<file path="src/rtl/aima_pkg.sv">
// Shared helper functions for the interleaved converter moving-average block.
package aima_pkg;

  // Bits needed to index n items; never less than one.
  function automatic int bits_for(input int n);
    return (n > 1) ? $clog2(n) : 1;
  endfunction

endpackage

</file>
<file path="src/rtl/aima_slot_seq.sv">
// Slot counter, shared ring position and air history position.
module aima_slot_seq
  import aima_pkg::*;
#(
  parameter int NUM_CHANNELS = 4,
  parameter int WINDOW_LOG2  = 6,
  parameter int CH_W         = bits_for(NUM_CHANNELS - 1),
  parameter int SLOT_W       = bits_for(2 * (NUM_CHANNELS - 1))
) (
  input  logic                   clk,
  input  logic                   rst,
  input  logic                   step,
  output logic                   is_air,
  output logic [CH_W-1:0]        chan,
  output logic [WINDOW_LOG2-1:0] ring_pos,
  output logic [WINDOW_LOG2-1:0] air_idx,
  output logic [SLOT_W-1:0]      next_slot
);

  localparam int FILT      = NUM_CHANNELS - 1;
  localparam int LAST_SLOT = 2 * FILT - 1;

  logic [SLOT_W-1:0]      slot;
  logic [WINDOW_LOG2-1:0] ring_position;
  logic [WINDOW_LOG2-1:0] air_position;
  logic [SLOT_W-1:0]      chan_raw;
  logic                   wrap;

  assign is_air   = slot[0];
  assign chan_raw = slot >> 1;
  assign wrap     = (slot >= SLOT_W'(LAST_SLOT));
  assign ring_pos = ring_position;
  assign air_idx  = air_position;

  always_comb begin
    // clamp a channel past the last filtered one
    if (chan_raw >= SLOT_W'(FILT)) begin
      chan = CH_W'(FILT - 1);
    end else begin
      chan = CH_W'(chan_raw);
    end
    next_slot = wrap ? '0 : slot + SLOT_W'(1);
  end

  always_ff @(posedge clk) begin
    if (rst) begin
      slot          <= '0;
      ring_position <= '0;
      air_position  <= '0;
    end else if (step) begin
      slot <= next_slot;
      if (wrap) begin
        ring_position <= ring_position + WINDOW_LOG2'(1);
      end
      if (is_air) begin
        air_position <= air_position + WINDOW_LOG2'(1);
      end
    end
  end

endmodule

</file>
<file path="src/rtl/aima_hist_ram.sv">
// Sample history memory with per-entry valid bits; unwritten entries read as zero.
module aima_hist_ram
  import aima_pkg::*;
#(
  parameter int DEPTH  = 192,
  parameter int DATA_W = 10,
  parameter int ADDR_W = bits_for(DEPTH)
) (
  input  logic              clk,
  input  logic              rst,
  input  logic              rd_en,
  input  logic [ADDR_W-1:0] rd_addr,
  output logic [DATA_W-1:0] rd_data,
  input  logic              wr_en,
  input  logic [ADDR_W-1:0] wr_addr,
  input  logic [DATA_W-1:0] wr_data
);

  logic [DATA_W-1:0] mem [DEPTH];
  logic [DEPTH-1:0]  valid;
  logic [DATA_W-1:0] rd_q;
  logic              rd_valid;

  always_ff @(posedge clk) begin
    if (wr_en) begin
      mem[wr_addr] <= wr_data;
    end
    if (rd_en) begin
      rd_q <= mem[rd_addr];
    end
  end

  always_ff @(posedge clk) begin
    if (rst) begin
      valid    <= '0;
      rd_valid <= 1'b0;
    end else begin
      if (wr_en) begin
        valid[wr_addr] <= 1'b1;
      end
      if (rd_en) begin
        rd_valid <= valid[rd_addr];
      end
    end
  end

  assign rd_data = rd_valid ? rd_q : '0;

endmodule

</file>
<file path="src/rtl/aima_sum_bank.sv">
// Running sums of the filtered channels and the averaged output.
module aima_sum_bank
  import aima_pkg::*;
#(
  parameter int FILT        = 3,
  parameter int WINDOW_LOG2 = 6,
  parameter int SAMPLE_BITS = 10,
  parameter int CH_W        = bits_for(FILT)
) (
  input  logic                   clk,
  input  logic                   rst,
  input  logic                   update,
  input  logic [CH_W-1:0]        chan,
  input  logic [SAMPLE_BITS-1:0] old_sample,
  input  logic [SAMPLE_BITS-1:0] new_sample,
  output logic [SAMPLE_BITS-1:0] filtered
);

  localparam int SUM_W = SAMPLE_BITS + WINDOW_LOG2;

  logic [SUM_W-1:0] sums [FILT];
  logic [SUM_W-1:0] sum_next;

  // wraps modulo 2^SUM_W, as the sum is kept
  assign sum_next = sums[chan] - SUM_W'(old_sample) + SUM_W'(new_sample);
  assign filtered = sum_next[SUM_W-1:WINDOW_LOG2];

  always_ff @(posedge clk) begin
    if (rst) begin
      for (int i = 0; i < FILT; i++) begin
        sums[i] <= '0;
      end
    end else if (update) begin
      sums[chan] <= sum_next;
    end
  end

endmodule

</file>
<file path="src/rtl/adc_interleaved_moving_average.sv">
// Top level: interleaved converter sample sorter with per-channel moving average.
//
// Takes one converter sample per request, one request per clock. On
// acceptance the input stage issues the registered read of the history
// memory; the result stage then updates the running sum, writes the
// sample back and loads the output register. A stalled output holds
// both stages; a new request is still taken while the input stage
// can move on. Odd slots are the air channel (raw value plus air history
// index), even slots are filtered channel slot/2 with a 2^WINDOW_LOG2-sample
// average. The history memory has a valid bit per entry, cleared by reset,
// so no clearing pass is needed.
module adc_interleaved_moving_average
  import aima_pkg::*;
#(
  parameter int NUM_CHANNELS = 4,
  parameter int WINDOW_LOG2  = 6,
  parameter int SAMPLE_BITS  = 10,
  localparam int FILT        = NUM_CHANNELS - 1,
  localparam int CH_W        = bits_for(FILT),
  localparam int SLOT_W      = bits_for(2 * FILT),
  localparam int IN_TDATA_W  = ((SAMPLE_BITS + 7) / 8) * 8,
  localparam int OUT_BITS    = CH_W + 2 * SAMPLE_BITS + WINDOW_LOG2 + SLOT_W,
  localparam int OUT_TDATA_W = ((OUT_BITS + 7) / 8) * 8
) (
  input  logic                   clk,
  input  logic                   rst,
  input  logic                   s_axis_tvalid,
  output logic                   s_axis_tready,
  input  logic [IN_TDATA_W-1:0]  s_axis_tdata,   // sample
  output logic                   m_axis_tvalid,
  input  logic                   m_axis_tready,
  output logic [OUT_TDATA_W-1:0] m_axis_tdata,   // channel, raw_value, filtered,
                                                 // air_index, next_slot
  output logic [0:0]             m_axis_tuser    // is_air
);

  localparam int DEPTH  = FILT * (1 << WINDOW_LOG2);
  localparam int ADDR_W = bits_for(DEPTH);

  // sequencer view of the current slot
  logic                   seq_is_air;
  logic [CH_W-1:0]        seq_chan;
  logic [WINDOW_LOG2-1:0] seq_ring_pos;
  logic [WINDOW_LOG2-1:0] seq_air_idx;
  logic [SLOT_W-1:0]      seq_next_slot;

  logic                   in_accept;
  logic                   s1_adv;
  logic [ADDR_W-1:0]      rd_addr;
  logic [SAMPLE_BITS-1:0] old_sample;
  logic [SAMPLE_BITS-1:0] filt_value;

  // input stage
  logic                   s1_valid;
  logic [SAMPLE_BITS-1:0] s1_sample;
  logic                   s1_is_air;
  logic [CH_W-1:0]        s1_chan;
  logic [ADDR_W-1:0]      s1_addr;
  logic [WINDOW_LOG2-1:0] s1_air_idx;
  logic [SLOT_W-1:0]      s1_next_slot;

  // result stage
  logic                   out_valid;
  logic                   out_is_air;
  logic [CH_W-1:0]        out_chan;
  logic [SAMPLE_BITS-1:0] out_raw;
  logic [SAMPLE_BITS-1:0] out_filt;
  logic [WINDOW_LOG2-1:0] out_air_idx;
  logic [SLOT_W-1:0]      out_next_slot;

  assign s1_adv        = s1_valid && (!out_valid || m_axis_tready);
  assign s_axis_tready = !s1_valid || s1_adv;
  assign in_accept     = s_axis_tvalid && s_axis_tready;
  assign rd_addr       = ADDR_W'({seq_chan, seq_ring_pos});

  aima_slot_seq #(
    .NUM_CHANNELS (NUM_CHANNELS),
    .WINDOW_LOG2  (WINDOW_LOG2),
    .CH_W         (CH_W),
    .SLOT_W       (SLOT_W)
  ) u_seq (
    .clk       (clk),
    .rst       (rst),
    .step      (in_accept),
    .is_air    (seq_is_air),
    .chan      (seq_chan),
    .ring_pos  (seq_ring_pos),
    .air_idx   (seq_air_idx),
    .next_slot (seq_next_slot)
  );

  aima_hist_ram #(
    .DEPTH  (DEPTH),
    .DATA_W (SAMPLE_BITS),
    .ADDR_W (ADDR_W)
  ) u_hist (
    .clk     (clk),
    .rst     (rst),
    .rd_en   (in_accept),
    .rd_addr (rd_addr),
    .rd_data (old_sample),
    .wr_en   (s1_adv && !s1_is_air),
    .wr_addr (s1_addr),
    .wr_data (s1_sample)
  );

  aima_sum_bank #(
    .FILT        (FILT),
    .WINDOW_LOG2 (WINDOW_LOG2),
    .SAMPLE_BITS (SAMPLE_BITS),
    .CH_W        (CH_W)
  ) u_sums (
    .clk        (clk),
    .rst        (rst),
    .update     (s1_adv && !s1_is_air),
    .chan       (s1_chan),
    .old_sample (old_sample),
    .new_sample (s1_sample),
    .filtered   (filt_value)
  );

  always_ff @(posedge clk) begin
    if (rst) begin
      s1_valid <= 1'b0;
    end else if (in_accept) begin
      s1_valid <= 1'b1;
    end else if (s1_adv) begin
      s1_valid <= 1'b0;
    end
  end

  always_ff @(posedge clk) begin
    if (in_accept) begin
      s1_sample    <= s_axis_tdata[SAMPLE_BITS-1:0];
      s1_is_air    <= seq_is_air;
      s1_chan      <= seq_is_air ? '0 : seq_chan;
      s1_addr      <= rd_addr;
      s1_air_idx   <= seq_is_air ? seq_air_idx : '0;
      s1_next_slot <= seq_next_slot;
    end
  end

  always_ff @(posedge clk) begin
    if (rst) begin
      out_valid <= 1'b0;
    end else if (s1_adv) begin
      out_valid <= 1'b1;
    end else if (m_axis_tready) begin
      out_valid <= 1'b0;
    end
  end

  always_ff @(posedge clk) begin
    if (s1_adv) begin
      out_is_air    <= s1_is_air;
      out_chan      <= s1_chan;
      out_raw       <= s1_sample;
      out_filt      <= s1_is_air ? '0 : filt_value;
      out_air_idx   <= s1_air_idx;
      out_next_slot <= s1_next_slot;
    end
  end

  assign m_axis_tvalid = out_valid;
  assign m_axis_tuser  = out_is_air;
  assign m_axis_tdata  = OUT_TDATA_W'({out_next_slot, out_air_idx, out_filt, out_raw, out_chan});

endmodule

</file>
<file path="config.mk">
export PLATFORM = sky130hd
export DESIGN_NAME = adc_interleaved_moving_average
export DESIGN_NICKNAME = d
export VERILOG_FILES = /design/src/rtl/aima_pkg.sv /design/src/rtl/aima_slot_seq.sv /design/src/rtl/aima_hist_ram.sv /design/src/rtl/aima_sum_bank.sv /design/src/rtl/adc_interleaved_moving_average.sv
export SDC_FILE = /design/constraint.sdc
export NUM_CORES = 2
export LEC_CHECK = 0
export ABC_AREA = 0
export BUFFER_PORTS_ARGS = -buffer_cell sky130_fd_sc_hd__clkbuf_2
export CORE_ASPECT_RATIO = 1.2
export CORE_MARGIN = 10
export CORE_UTILIZATION = 30
export CTS_CLUSTER_DIAMETER = 120
export CTS_CLUSTER_SIZE = 12
export DETAILED_ROUTE_END_ITERATION = 6
export GPL_TIMING_DRIVEN = 1
export PLACE_DENSITY = 0.45
export SETUP_SLACK_MARGIN = 0.02
export SLEW_MARGIN = 10
export SYNTH_ARGS = -nofsm -noshare
export SYNTH_HDL_FRONTEND = slang
export SYNTH_SLANG_ARGS = --single-unit
</file>
<file path="constraint.sdc">
create_clock -name clk -period 5.3 [get_ports clk]
set_input_delay 0.265 -clock clk [delete_from_list [all_inputs] [get_ports clk]]
set_output_delay 0.265 -clock clk [all_outputs]
set_load 0.005 [all_outputs]
</file>
==> impl_metrics.csv <==
group,metric,value,unit
route,vias,43100,
die,start_util,30.2,%
route,routed_wl,250000,um
die,coreArea,292000,sq um
route,ant_nets,0,
clocking,htree_levels,4,
finish,multi_input_area,20500,sq um
finish,syn_to_final_growth,14.6,%
route,firstDrtPassIters,5,
setup_path,reg2reg_depth,7,
setup_path,path_class,"flip-flop to flip-flop",
clocking,post_cts_buffers,0,
worst_hold_path,min_path_cells,2,
worst_hold_path,holdPathEnd,"s1_sample[8]$_DFFE_PP_",
clocking,root_buffer,"clkbuf_16",
clocking,post_cts_resize_count,0,
place,dpl.cell_count,8371,
logic_synthesis,ys_types,65,
power_and_ir_drop,peakVddDrop,0.000292,V
power_and_ir_drop,leakage,30.9,nW
finish,finalNetCount,4820,
place,gp_congestion,0.787,
setup_path,worstSetupStartpointType,"flip-flop",
clocking,path_clk_slew,0.07,ns
setup_path,r2r_setup_slack,1.00,ns
global_routing,antenna_found_initial,4,
clocking,numCtsBuffers,214,
power_and_ir_drop,p_per_area,346,nW/um^2
setup_path,reg2reg_from,"u_seq.ring_pos[0]$_SDFFE_PP0P_",
place,port_buffers,47,
logic_synthesis,mappedNetlistArea,87900,sq um
place,hpwl,154000,um
timing,tightest_slew,1.32,ns
logic_synthesis,synthArstFlopShare,0,%
logic_synthesis,yosysSeqAreaShare,75.0,%
timing,fmax,233,MHz
worst_hold_path,hold_start,"s_axis_tdata[8]",
logic_synthesis,ys_ff_latch,2268,
logic_synthesis,synth_top_area_share,70.2,%
global_routing,track_usage,15.5,%
global_routing,grt_first_pass_wirelength,355000,um
logic_synthesis,synth_cells,4412,
global_routing,overflow,0,
clocking,cts_tree,"yes",
setup_path,r2r-end,"u_hist.rd_q[6]$_DFFE_PP_",
die,ios,55,
logic_synthesis,ys_warn_count,0,
logic_synthesis,synth_nets,4462,
route,avgRoutedWirePerCell,28.5,um
timing,setup_viol,0,
logic_synthesis,syn-mean-instance-area,19.9,sq um
logic_synthesis,synth_edf_count,2056,
timing,maxSlewViolCount,0,
clocking,cts_sinks,2268,
setup_path,worst_setup_path_end_kind,"flip-flop",
logic_synthesis,synth_area_leaders,"edfxtp_1 (70%), mux4_2 (16%), dfxtp_1 (4.8%)",
timing,fin_skew,0.0827,ns
setup_path,path_max_fanout,28,
finish,fin_cells,8768,
finish,register_area,66000,sq um
logic_synthesis,ys.flop_type,"edfxtp_1",
timing,fin_crit,4.30,ns
job,cap_viol_max_count,0,
logic_synthesis,yosys-top-cells-count,"edfxtp_1 (2056), nor2_1 (632), mux4_2 (610)",
route,vias_per_cell,4.92,
die,design.die.area,315000,sq um
die,die_y,613,um
logic_synthesis,synth_top_cell_by_area,"edfxtp_1",
setup_path,worstPathArrival,4.91,ns
global_routing,grt_pass1_vias,44800,
setup_path,cp.required,5.91,ns
timing,rsz0062_at_grt,"no",
die,die_w,514,um
finish,drive_gt1_share,25.7,%
clocking,ctsHoldBuffers,15,
global_routing,grt_max_degree,194,
timing,hold_viol,0,
timing,max-slew-margin-rel,12.0,%
timing,period_share,81.1,%
die,rows,217,
logic_synthesis,yosysMostFrequentCell,"edfxtp_1",
route,drc,0,
run_status,outcome,"complete, no violations",
clocking,clockBufferDepth,4,
worst_hold_path,hold_class,"input port to flip-flop",
finish,n_fill_cell,27500,
timing,tns,0,ns
route,drt-initial-drc-count,4154,
clocking,clock_latency,0.89,ns
==> worst max-delay path by stage <==
stage	from	to	slack, ns	cells past startpoint
after detailed placement	u_seq.ring_pos[0]$_SDFFE_PP0P_	u_hist.rd_q[6]$_DFFE_PP_	1.04	7
final	u_seq.ring_pos[0]$_SDFFE_PP0P_	u_hist.rd_q[6]$_DFFE_PP_	1.00	7
after global placement	u_seq.ring_pos[0]$_SDFFE_PP0P_	u_hist.rd_q[6]$_DFFE_PP_	1.07	7
after CTS	u_seq.ring_pos[0]$_SDFFE_PP0P_	u_hist.rd_q[6]$_DFFE_PP_	1.06	7
after floorplan	s1_sample[1]$_DFFE_PP_	u_sums.sums[0][15]$_SDFFCE_PN0P_	0.06	11
after global routing	flip-flop	u_sums.sums[1][12]$_SDFFCE_PN0P_	0.92	14
==> sequential cells by signal (all words and copies together) (netlist names), 2 cells and up, named ones only <==
name and flops:
u_seq.slot 3, u_sums.sums 64, s1_sample 10, s1_addr 8
u_seq.ring_pos 6, u_hist.rd_q 10, out_chan 2, s1_air_idx 6
out_air_idx 6, u_hist.valid 192, out_filt 10, u_hist.mem 1920
out_raw 10, out_next_slot 3, u_seq.air_idx 6, s1_chan 2
s1_next_slot 3
==> layout make-up <==
cell class,count,share of cell area [%]
multi-input cells,1829,20.3
flip-flops and latches,2268,65.5
inverters,71,0.272
clock inverters,4,0.0459
well taps,3832,4.76
diodes,5,0.0124
repair buffers,386,3.10
clock buffers,373,5.97
==> per-stage QoR <==
| stage | setup WS, ns | utilization, % | hold slack, ns | total power, W | instance area (sq um) |
|---|---|---|---|---|---|
| 6_report | 1.00 | 34.6 | 0.128 | 0.0349 | 101000 |
| 4_1_cts | 1.06 | 34.5 | 0.0555 | 0.0353 | 101000 |
| 2_1_floorplan | 0.0622 | - | 0.364 | 0.0206 | 87900 |
| 3_5_place_dp | 1.04 | 32.4 | 0.405 | 0.0210 | 94500 |
| 5_1_grt | 0.923 | 34.5 | 0.100 | 0.0361 | 101000 |
| 3_3_place_gp | 1.07 | 32.4 | 0.400 | 0.0210 | 94500 |
==> power breakdown <==
group	switching, W	internal (W)
Combinational	0.000752	0.000260
Clock	0.00659	0.00763
Sequential	0.0000409	0.0196
==> layer usage <==
layer	GRT usage, %	wire, um	vias to the layer above	share of wire [%]
met5	0	0	-	0
met4	4.35	7540	0	3.0
met3	2.08	10600	328	4.2
met2	26.6	125000	979	50
met1	20.8	107000	23400	43
li1	-	-	18500	-
==> logic make-up after synthesis <==
logic type / Yosys count / synth area share (%)
XOR/XNOR: 22 / 0.219
flip-flops: 2268 / 75.0
AO/OA/AOI/OAI: 232 / 1.89
other: 1 / 0.00426
adder cells (fa/ha/maj): 30 / 0.512
AND/OR/NAND/NOR: 855 / 4.07
buffers and inverters: 315 / 1.73
multiplexers: 689 / 16.5
==> worst max-delay path, stage by stage (launching register included) <==
cell	delay, ns
dfxtp_4	1.03
buf_4	0.37
buf_4	0.29
mux4_2	0.57
mux4_2	0.51
o2111ai_1	0.78
o2111a_1	0.33
o211ai_1	0.09
==> cell usage in the layout, fill, tap and decap left out, drive strengths merged, types with 5 or more instances in the layout <==
cell | Yosys | routed
edfxtp | 2056 | 2056
nor2 | 632 | 632
mux4 | 610 | 610
clkbuf | 119 | 420
buf | 125 | 324
dfxtp | 212 | 212
inv | 68 | 73
mux2i | 70 | 70
nand2 | 63 | 63
a21oi | 45 | 45
a22oi | 37 | 37
nand3 | 32 | 32
o21ba | 25 | 25
and2 | 20 | 20
ha | 20 | 20
o22ai | 19 | 19
nor2b | 19 | 19
nor3 | 19 | 19
a31oi | 18 | 18
o21ai | 17 | 17
dlygate4sd3 | 0 | 15
a211oi | 14 | 14
xnor2 | 13 | 13
nand2b | 12 | 12
nand3b | 11 | 11
and3 | 11 | 11
nand4 | 10 | 10
fa | 10 | 10
mux2 | 9 | 9
xor2 | 9 | 9
or2 | 8 | 8
a211o | 7 | 7
or3 | 6 | 6
a21o | 6 | 6
diode | 0 | 5
o221ai | 5 | 5
a221oi | 5 | 5
o211ai | 5 | 5
a22o | 5 | 5
Power figures use the tool's default switching activity.
